`config.mk`:
```
export PLATFORM = sky130hd
export DESIGN_NAME = tccw_ctrl
export DESIGN_NICKNAME = d
export VERILOG_FILES = /design/src/hw/rtl/tccw_pkg.sv /design/src/hw/rtl/tccw_ctrl.sv
export SDC_FILE = /design/constraint.sdc
export NUM_CORES = 1
export LEC_CHECK = 0
export BUFFER_PORTS_ARGS = -buffer_cell sky130_fd_sc_hd__buf_2
export CORE_UTILIZATION = 30
export DETAILED_ROUTE_END_ITERATION = 8
export GPL_ROUTABILITY_DRIVEN = 1
export PLACE_DENSITY = 0.63
export SYNTH_ARGS = -nofsm -noshare
export SYNTH_HDL_FRONTEND = slang
export SYNTH_SLANG_ARGS = --single-unit
```
`constraint.sdc`:
```
create_clock -name clk -period 3 [get_ports clk]
set_input_delay 0.6 -clock clk [delete_from_list [all_inputs] [get_ports clk]]
set_output_delay 0.6 -clock clk [all_outputs]
set_load 0.01 [all_outputs]
```
`src/hw/rtl/tccw_pkg.sv`:
```
// text console cell writer: shared types, geometry constants and codes
// used by tccw_ctrl, tccw_dp and text_console_cell_writer_core
// no dependencies
package tccw_pkg;

  localparam int ROWS      = 25;
  localparam int COLS      = 80;
  localparam int CELLS     = ROWS * COLS;
  localparam int ROW_W     = $clog2(ROWS);
  localparam int COL_W     = $clog2(COLS);
  localparam int CELL_W    = $clog2(CELLS);
  localparam int COPY_LAST = (ROWS - 1) * COLS - 1;
  localparam int FILL_BASE = (ROWS - 1) * COLS;

  localparam int OP_W        = 2;
  localparam int CHAR_W      = 8;
  localparam int ATTR_W      = 8;
  localparam int IN_ROW_W    = 5;
  localparam int IN_COL_W    = 7;
  localparam int CELL_DATA_W = ATTR_W + CHAR_W;
  localparam int OUT_ROW_W   = 5;
  localparam int OUT_COL_W   = 7;
  localparam int OUT_POS_W   = 11;
  localparam int S_TDATA_W   = 32;
  localparam int M_TDATA_W   = 40;

  localparam logic [ATTR_W-1:0] ATTR_RESET   = 8'h0F;
  localparam logic [CHAR_W-1:0] CH_NEWLINE   = 8'h0A;
  localparam logic [CHAR_W-1:0] CH_BACKSPACE = 8'h08;
  localparam logic [CHAR_W-1:0] CH_BLANK     = 8'h20;

  typedef enum logic [OP_W-1:0] {
    OP_PUT   = 2'd0,
    OP_READ  = 2'd1,
    OP_CLEAR = 2'd2
  } op_t;

  typedef enum logic [2:0] {
    S_INIT,
    S_IDLE,
    S_EXEC,
    S_RDWAIT,
    S_SCROLL,
    S_DRAIN,
    S_FILL,
    S_DONE
  } state_t;

  typedef struct packed {
    logic capture;
    logic exec;
    logic clear_cursor;
    logic latch_read;
    logic cnt_load_zero;
    logic cnt_load_row;
    logic copy_step;
    logic fill_step;
    logic fill_reset_attr;
    logic result_load;
  } tccw_cmd_t;

  typedef struct packed {
    op_t  op;
    logic need_scroll;
    logic copy_last;
    logic fill_last;
    logic out_busy;
  } tccw_stat_t;

endpackage

```
`src/hw/rtl/tccw_ctrl.sv`:
```
// text console cell writer: controller state machine
// depends on tccw_pkg; drives tccw_dp through command and status structs
module tccw_ctrl import tccw_pkg::*; (
  input  logic       clk,
  input  logic       rst,
  input  logic       in_valid,
  output logic       in_ready,
  input  tccw_stat_t stat,
  output tccw_cmd_t  cmd
);

  state_t state;
  state_t state_next;

  always_ff @(posedge clk) begin
    if (rst) begin
      state <= S_INIT;
    end else begin
      state <= state_next;
    end
  end

  always_comb begin
    state_next = state;
    unique case (state)
      S_INIT: begin
        if (stat.fill_last) state_next = S_IDLE;
      end
      S_IDLE: begin
        if (in_valid) state_next = S_EXEC;
      end
      S_EXEC: begin
        unique case (stat.op)
          OP_PUT:   state_next = stat.need_scroll ? S_SCROLL : S_DONE;
          OP_READ:  state_next = S_RDWAIT;
          OP_CLEAR: state_next = S_FILL;
          default:  state_next = S_DONE;
        endcase
      end
      S_RDWAIT: state_next = S_DONE;
      S_SCROLL: begin
        if (stat.copy_last) state_next = S_DRAIN;
      end
      S_DRAIN: state_next = S_FILL;
      S_FILL: begin
        if (stat.fill_last) state_next = S_DONE;
      end
      S_DONE: begin
        if (!stat.out_busy) state_next = S_IDLE;
      end
      default: state_next = S_INIT;
    endcase
  end

  always_comb begin
    cmd      = '0;
    in_ready = 1'b0;
    unique case (state)
      S_INIT: begin
        cmd.fill_step       = 1'b1;
        cmd.fill_reset_attr = 1'b1;
      end
      S_IDLE: begin
        in_ready    = 1'b1;
        cmd.capture = in_valid;
      end
      S_EXEC: begin
        unique case (stat.op)
          OP_PUT: begin
            cmd.exec          = 1'b1;
            cmd.cnt_load_zero = stat.need_scroll;
          end
          OP_CLEAR: begin
            cmd.clear_cursor  = 1'b1;
            cmd.cnt_load_zero = 1'b1;
          end
          default: begin
          end
        endcase
      end
      S_RDWAIT: cmd.latch_read   = 1'b1;
      S_SCROLL: cmd.copy_step    = 1'b1;
      S_DRAIN:  cmd.cnt_load_row = 1'b1;
      S_FILL:   cmd.fill_step    = 1'b1;
      S_DONE:   cmd.result_load  = !stat.out_busy;
      default: begin
      end
    endcase
  end

  // the power-up clearing pass runs once
  a_init_once: assert property (@(posedge clk) disable iff (rst)
    (state != S_INIT) |=> (state != S_INIT))
    else $error("controller re-entered the clearing pass");

endmodule

```
==> results of run 1 <==
per-stage QoR:
stage,instances,hold WS (ps)
2_1_floorplan,51,575
3_3_place_gp,81,601
3_5_place_dp,81,612
4_1_cts,85,581
5_1_grt,85,586
6_report,85,581
cell families after synthesis:
kind of cell | synth area share [%]
buffers and inverters | 11.5
flip-flops | 14.9
AO/OA/AOI/OAI | 16.7
AND/OR/NAND/NOR | 35.0
adder cells (fa/ha/maj) | 12.4
multiplexers | 7.43
XOR/XNOR | 2.17
routing by layer:
layer  global-route usage, %  vias up  wire length [um]
li1                        -      214                 -
met1                    16.2      165               397
met2                    20.4       15               372
met3                    3.47        0                46
met4                    5.17        0                 0
met5                       0        -                 0
worst paths after layout:
kind	startpoint	endpoint	slack (ps)
worst min register to register	state[1]$_SDFFE_PP0P_	state[1]$_SDFFE_PP0P_	620
worst max-delay path	state[0]$_SDFFE_PP0P_	cmd[9]	860
worst max register to register	state[0]$_SDFFE_PP0P_	state[1]$_SDFFE_PP0P_	1470
worst min-delay path	rst	state[2]$_SDFFE_PP0P_	580
cells in the mapped netlist (2+ instances only):
cell type and number:
inv_1 4, nor2_1 4, a21oi_1 4, mux2i_1 3, o21ai_0 2, and2_1 4, nor2b_1 3, nor3_1 2
nand2b_1 2, buf_6 2, dfxtp_1 3, ha_1 4
critical path: stages (launching register included):
cell     delay (ps)
dfxtp_1         540
inv_1           130
or3_4           360
inv_2            60
and2_1          110
buf_2           120
where the power goes:
| group | switching (mW) | internal [mW] | total, mW |
|---|---|---|---|
| clock | 0.0197 | 0.0498 | 0.0694 |
| sequential | 0.0451 | 0.0554 | 0.100 |
| combinational | 0.0987 | 0.106 | 0.205 |
| total | 0.163 | 0.211 | 0.375 |
layout make-up:
type / count / area [sq um] / share of cell area [%]
Clock buffer: 4 / 26.3 / 5.10
Inverter: 5 / 18.8 / 3.64
Multi-Input combinational cell: 40 / 298 / 57.8
Sequential cell: 3 / 60.1 / 11.7
Tap cell: 14 / 17.5 / 3.40
Timing Repair Buffer: 19 / 95.1 / 18.4
==> metrics.md, run 1 <==
| Metric | Value |
|---|---|
| CP Max Fanout | 12 |
| Die height | 38.7 um |
| Leak | 0.273 nW |
| Outcome | completed |
| Min cycle time layout | 2140 ps |
| Period utilisation layout | 71.2% |
| Power per Cell Area | 727 mW/mm^2 |
| Final wirelength | 816 um |
| Pre-CTS setup slack | 1100 ps |
| Number of synthesized register bits | 3 |
| Biggest regs | state: 3 flops |
| Post-DR wirelength/cell | 9.60 um |
| Final ANT Viol Nets | 0 |
| CTS max path bufs | 2 |
| Post-CTS Resized | 0 |
| Nets@finish | 85 |
| Initial DRC count | 3 |
| Crit end category | output port |
| CTS tree | done |
| Std cell rows | 12 |
| Largest net degree at the start of global routing | 14 |
| Share of cells above drive strength 1 | 38.0% |
| First-pass GRT wire length | 1350 um |
| Vias in the first global route | 322 |
| Avg Synthesized Cell Area | 7.92 sq um |
| HP Class | primary input to flip-flop |
| CTS Buf Count | 3 |
| Power Total | 0.375 mW |
| Die ar. | 0.00150 sq mm |
| Routability Congestion | 0.752 |
| Crit path DAT | 1540 ps |
| Global route overflow | 0 |
| Clk Latency, worst-skew pair | 230 ps |
| Setup WS post-layout | 864 ps |
| Mapped Nets | 64 |
| Die W | 38.7 um |
| Final Core Density | 44.0% |
| Highest clock rate | 0.468 GHz |
| FFs w/ async S/R, synth | 0% |
| Initial Utilization | 34.5% |
| Buffers on Ports | 19 |
| Reg2Reg Depth | 4 |
| Most flop-heavy register | state |
| Unrepaired setup endpoints after global routing | no |
| Worst rel slew slack | 71.4% |
| # diodes | 0 |
| Worst slew pin tran | 429 ps |
| Max Slew Vio Count | 0 |
| DPL Wire Length | 644 um |
| Netlist cell types | 26 |
| Top cells by area, synth | dfxtp_1, ha_1, mux2i_1 |
| Placed cell area | 489 sq um |
| Mapped Cells | 51 |
| Skew final | 5.20 ps |
| Most common cell after layout, fill and taps aside | buf_2 |
| Core Area | 0.00117 sq mm |
| Clock Tree Root | clkbuf_4 |
| Max VDD drop | 0.258 mV |
| Gr usage total | 12.9% |
| # setup viols final | 0 |
| Setup Crit Path Kind | flip-flop to output port |
| Top-Level Pins | 20 |
| Fin Setup TNS | 0 ps |
| Max reg flops | 3 |
| Setup Buffers After CTS | 0 |
| DRC errors left | 0 |
| Initial antenna violation count | 0 |
| Hold path depth | 2 |
| Cell taking the most area after synthesis | dfxtp_1 |
| CTS clk-pin slew, worst paths | 40 ps |
| Syn. warnings | 0 |
| Synthesized area | 404 sq um |
| Predominant post-synthesis flop cell | dfxtp_1 |
| CP Launch Type | flip-flop |
| DR pass1 iterations | 2 |
| Final Instance Area | 515 sq um |
| Vias/cell | 4.64 |
| Share of the synthesized area in the top cell type | 14.9% |
| Final hold vios | 0 |
| Area Growth Syn to Fin | 27.6% |
| Post-synthesis sequential area ratio | 14.9% |
| CTS Hold Bufs | 0 |
| DR vias | 394 |
| H-tree depth | 1 |
| Max-Cap Viols | 0 |
| Post-synth EDFFs | 0 |
| Clock Sinks | 3 |
| CP required | 2400 ps |
| Fillers | 136 |
No activity file was read; power rests on OpenSTA's default activity.
==> run 2: changes to the inputs <==
--- a/config.mk
+++ b/config.mk
@@ -5,11 +5,12 @@
 export SDC_FILE = /design/constraint.sdc
 export NUM_CORES = 1
 export LEC_CHECK = 0
+export ABC_AREA = 1
 export BUFFER_PORTS_ARGS = -buffer_cell sky130_fd_sc_hd__buf_2
 export CORE_UTILIZATION = 30
 export DETAILED_ROUTE_END_ITERATION = 8
 export GPL_ROUTABILITY_DRIVEN = 1
-export PLACE_DENSITY = 0.63
+export PLACE_DENSITY = 0.61
 export SYNTH_ARGS = -nofsm -noshare
 export SYNTH_HDL_FRONTEND = slang
 export SYNTH_SLANG_ARGS = --single-unit
==> constraint.sdc (replaced) <==
create_clock -name clk -period 2.1 [get_ports clk]
set_input_delay 0.42 -clock clk [delete_from_list [all_inputs] [get_ports clk]]
set_output_delay 0.42 -clock clk [all_outputs]
set_load 0.01 [all_outputs]
==> metrics.md, run 2 <==
| Metric | Value |
|---|---|
| CTS clk-pin slew, worst paths | 40 ps |
| Switching share of power | 52.3% |
| Vias in the first global route | 466 |
| Cell taking the most area after synthesis | nor2_1 |
| Top-Level Pins | 20 |
| Mapped Cells | 83 |
| Most common cell after layout, fill and taps aside | buf_2 |
| CTS Buf Count | 3 |
| Clk Latency, worst-skew pair | 230 ps |
| Clk pwr share | 14.3% |
| Worst slew pin tran | 485 ps |
| DRC errors left | 0 |
| Die ar. | 0.00186 sq mm |
| Area Growth Syn to Fin | 22.7% |
| Count leader, synth | nor2_1 |
| Post-synth EDFFs | 0 |
| Die W | 43.2 um |
| Setup Crit Path Kind | flip-flop to output port |
| Nets@finish | 118 |
| Skew final | 1.12 ps |
| Max reg flops | 3 |
| # diodes | 0 |
| Netlist cell types | 21 |
| CP required | 1680 ps |
| Highest clock rate | 0.566 GHz |
| Post-CTS Resized | 0 |
| Max-Cap Viols | 0 |
| Initial Utilization | 33.0% |
| Std cell rows | 14 |
| Syn. warnings | 0 |
| Min cycle time layout | 1770 ps |
| Routability Congestion | 0.789 |
| Gr usage total | 12.4% |
| Buffers on Ports | 19 |
| H-tree depth | 1 |
| FFs w/ async S/R, synth | 0% |
| Setup Buffers After CTS | 0 |
| First-pass GRT wire length | 1800 um |
| DR pass1 iterations | 4 |
| Max Slew Vio Count | 0 |
| Final Core Density | 40.4% |
| Placed cell area | 597 sq um |
| CTS tree | done |
| Avg Synthesized Cell Area | 6.12 sq um |
| Switching power | 0.362 mW |
| Crit path DAT | 1350 ps |
| Clock Sinks | 3 |
| Most frequent cells in the layout | buf_2, nor2_1, nand2_1 |
| Max VDD drop | 0.467 mV |
| Unrepaired setup endpoints after global routing | no |
| Core Area | 0.00154 sq mm |
| Mapped Nets | 96 |
| Share of the synthesized area in the top cell type | 12.6% |
| Top cells by count, synth | nor2_1, nand2_1, inv_1, nand3_1, ha_1 |
| FF/Latch Area | 60.1 sq um |
| Clock Tree Root | clkbuf_4 |
| Gate power share | 62.5% |
| Top cells by area, synth | nor2_1, dfxtp_1, nand2_1 |
| CTS Hold Bufs | 0 |
| Synthesized area | 508 sq um |
| Initial DRC count | 15 |
| Worst rel slew slack | 67.6% |
| Most flop-heavy register | state |
| Crit end category | output port |
| CTS max path bufs | 2 |
| Period utilisation layout | 84.1% |
| Internal power | 0.330 mW |
| CP Max Fanout | 8 |
| Predominant post-synthesis flop cell | dfxtp_1 |
| Biggest regs | state: 3 flops |
| Initial antenna violation count | 0 |
| Final ANT Viol Nets | 0 |
| Fillers | 174 |
| Share of cells above drive strength 1 | 36.5% |
| Die height | 43.2 um |
| Final hold vios | 0 |
| Outcome | completed |
| Part of the power in registers | 23.2% |
| Global route overflow | 0 |
| Power per Cell Area | 1110 mW/mm^2 |
| Post-synthesis sequential area ratio | 11.8% |
| Final wirelength | 1030 um |
| Leak | 0.376 nW |
| Fin Setup TNS | 0 ps |
| HP Class | primary input to flip-flop |
| Post-DR wirelength/cell | 8.62 um |
| Largest net degree at the start of global routing | 9 |
| Vias/cell | 4.41 |
| DPL Wire Length | 860 um |
| # setup viols final | 0 |
| Final Instance Area | 623 sq um |
| Multi-input logic area | 352 sq um |
| Number of synthesized register bits | 3 |
| DR vias | 529 |
| CP Launch Type | flip-flop |
## run 2: critical path, stage by stage, from the launching register on
cell,delay (ps)
dfxtp_1,600
inv_4,70
nor2_2,120
nand2_1,90
nor2_1,100
buf_2,130
## run 2: path summary, 6_finish.rpt
| check | start | end | slack (ps) | cells after the start |
|---|---|---|---|---|
| worst min register to register | state[1]$_SDFFE_PP0P_ | state[1]$_SDFFE_PP0P_ | 710 | 2 |
| worst max-delay path | state[1]$_SDFFE_PP0P_ | cmd[8] | 330 | 5 |
| worst max register to register | state[2]$_SDFFE_PP0P_ | state[1]$_SDFFE_PP0P_ | 760 | 7 |
| worst min-delay path | rst | state[1]$_SDFFE_PP0P_ | 450 | 4 |
## run 2: power by group through the flow
stage,clock (mW),sequential (mW),combinational (mW)
6_report,0.0990,0.161,0.433
3_3_place_gp,0,0.163,0.431
2_1_floorplan,0,0.0911,0.428
4_1_cts,0.106,0.161,0.436
5_1_grt,0.116,0.168,0.492
3_5_place_dp,0,0.162,0.435
## run 2: per-layer routing
| layer | routed length [um] | up-vias | share of wire (%) | global-route usage (%) |
|---|---|---|---|---|
| met5 | 0 | - | 0 | 0 |
| met4 | 0 | 0 | 0 | 0 |
| met3 | 70 | 0 | 6.8 | 5.11 |
| met2 | 434 | 16 | 42 | 19.7 |
| met1 | 529 | 220 | 51 | 16.8 |
| li1 | - | 293 | - | - |
## run 2: cell families after synthesis
group | Yosys count | synth area share [%]
adder cells (fa/ha/maj) | 4 | 9.85
flip-flops | 3 | 11.8
buffers and inverters | 19 | 19.0
AO/OA/AOI/OAI | 6 | 6.65
AND/OR/NAND/NOR | 51 | 52.7
## run 2: per-stage QoR
step	worst slack, ps	std cells	total power [mW]	hold slack [ps]
after floorplan	756	83	0.519	587
after global placement	572	116	0.594	690
after detailed placement	550	116	0.597	697
after CTS	330	120	0.702	449
after global routing	168	120	0.776	467
final	334	120	0.692	454
## run 2: layout make-up
cell class	count	area share, %
well taps	16	3.21
repair buffers	20	16.5
inverters	16	10.0
multi-input cells	61	56.4
flip-flops and latches	3	9.64
clock buffers	4	4.22
==> run 3: changes to the inputs <==
==> constraint.sdc (replaced) <==
create_clock -name clk -period 1.82 [get_ports clk]
set_input_delay 0.364 -clock clk [delete_from_list [all_inputs] [get_ports clk]]
set_output_delay 0.364 -clock clk [all_outputs]
set_load 0.01 [all_outputs]
==> metrics.md, run 3 (synthesis results as in run 2) <==
| Metric | Value |
|---|---|
| Outcome | completed |
| Max-Cap Viols | 0 |
| Worst slew pin tran | 482 ps |
| Clock Tree Root | clkbuf_4 |
| CP Max Fanout | 7 |
| Part of the power in registers | 21.5% |
| Core Area | 0.00154 sq mm |
| Setup Buffers After CTS | 0 |
| Std cell rows | 14 |
| DPL Wire Length | 884 um |
| Crit path DAT | 1280 ps |
| Max VDD drop | 0.556 mV |
| Nets@finish | 119 |
| Post-CTS Resized | 0 |
| H-tree depth | 1 |
| Initial Utilization | 33.0% |
| Clk Latency, worst-skew pair | 230 ps |
| Worst rel slew slack | 67.8% |
| Setup Crit Path Kind | flip-flop to output port |
| CTS Hold Bufs | 0 |
| DRC errors left | 0 |
| CTS tree | done |
| DR pass1 iterations | 4 |
| HP Class | primary input to flip-flop |
| Vias/cell | 4.44 |
| Period utilisation layout | 90.2% |
| Power Total | 0.813 mW |
| Power per Cell Area | 1290 mW/mm^2 |
| Most flop-heavy register | state |
| Most frequent cells in the layout | buf_2, nor2_1, nand2_1 |
| Clock Sinks | 3 |
| Die ar. | 0.00186 sq mm |
| Die W | 43.2 um |
| Buffers on Ports | 19 |
| Global route overflow | 0 |
| CTS clk-pin slew, worst paths | 30 ps |
| CP Launch Type | flip-flop |
| Highest clock rate | 0.609 GHz |
| Post-DR wirelength/cell | 8.65 um |
| Min cycle time layout | 1640 ps |
| Gate power share | 64.5% |
| Die height | 43.2 um |
| FF/Latch Area | 60.1 sq um |
| Most common cell after layout, fill and taps aside | buf_2 |
| DR vias | 537 |
| Initial antenna violation count | 0 |
| Switching share of power | 52.0% |
| Max Slew Vio Count | 0 |
| Clk pwr share | 14.0% |
| Area Growth Syn to Fin | 24.1% |
| Leak | 0.382 nW |
| Vias in the first global route | 481 |
| Top-Level Pins | 20 |
| CTS Buf Count | 3 |
| Max reg flops | 3 |
| Unrepaired setup endpoints after global routing | no |
| CTS max path bufs | 2 |
| Fillers | 164 |
| Skew final | 1.47 ps |
| Final hold vios | 0 |
| Multi-input logic area | 352 sq um |
| Internal power | 0.390 mW |
| # diodes | 0 |
| Initial DRC count | 7 |
| CP required | 1460 ps |
| First-pass GRT wire length | 1860 um |
| Final wirelength | 1050 um |
| Switching power | 0.423 mW |
| # setup viols final | 0 |
| Largest net degree at the start of global routing | 9 |
| Routability Congestion | 0.781 |
| Biggest regs | state: 3 flops |
| Gr usage total | 13.0% |
| Share of cells above drive strength 1 | 37.1% |
| Fin Setup TNS | 0 ps |
| Crit end category | output port |
| Final ANT Viol Nets | 0 |
[run 3: cell types whose count changed in the layout (fill, tap and decap cells not counted), sizes merged]
cell / before / now
buf: 20 / 21
[run 3: power by group through the flow]
| stage | combinational (mW) | sequential (mW) | clock [mW] |
|---|---|---|---|
| floorplan | 0.494 | 0.105 | 0 |
| global placement | 0.521 | 0.178 | 0 |
| detailed placement | 0.526 | 0.178 | 0 |
| CTS | 0.528 | 0.176 | 0.122 |
| global route | 0.588 | 0.184 | 0.133 |
| finish | 0.525 | 0.175 | 0.114 |
[run 3: through the flow]
step	worst slack, ps	hold WS, ps	util [%]	instances	instance area, sq um
4_1_cts	167	390	40.9	121	631
3_5_place_dp	367	637	39.2	117	604
5_1_grt	42.8	396	40.9	121	631
6_report	179	395	40.9	121	631
3_3_place_gp	401	633	39.2	117	604
2_1_floorplan	588	531	-	83	508
[run 3: path summary, 6_finish.rpt]
check | start | to | slack [ps] | depth (start not counted)
worst max-delay path | state[2]$_SDFFE_PP0P_ | cmd[2] | 180 | 4
worst min-delay path | rst | state[0]$_SDFFE_PP0P_ | 390 | 4
worst max register to register | state[2]$_SDFFE_PP0P_ | state[1]$_SDFFE_PP0P_ | 490 | 7
worst min register to register | state[0]$_SDFFE_PP0P_ | state[0]$_SDFFE_PP0P_ | 760 | 4
[run 3: cell type report]
type	instances	area share (%)
Clock buffer	4	4.17
Inverter	16	9.92
Multi-Input combinational cell	61	55.8
Sequential cell	3	9.52
Tap cell	16	3.17
Timing Repair Buffer	21	17.5
[run 3: layer usage]
metal | routed length (um) | vias up | global-route usage, %
met1 | 510 | 221 | 15.8
met2 | 461 | 18 | 22.7
li1 | - | 298 | -
met4 | 0 | 0 | 0
met5 | 0 | - | 0
met3 | 75 | 0 | 5.11
[run 3: critical path, stage by stage, from the launching register on]
cell and delay [ps]:
dfxtp_1 520, buf_4 220, nand3_2 90, nand2_1 90, buf_2 130
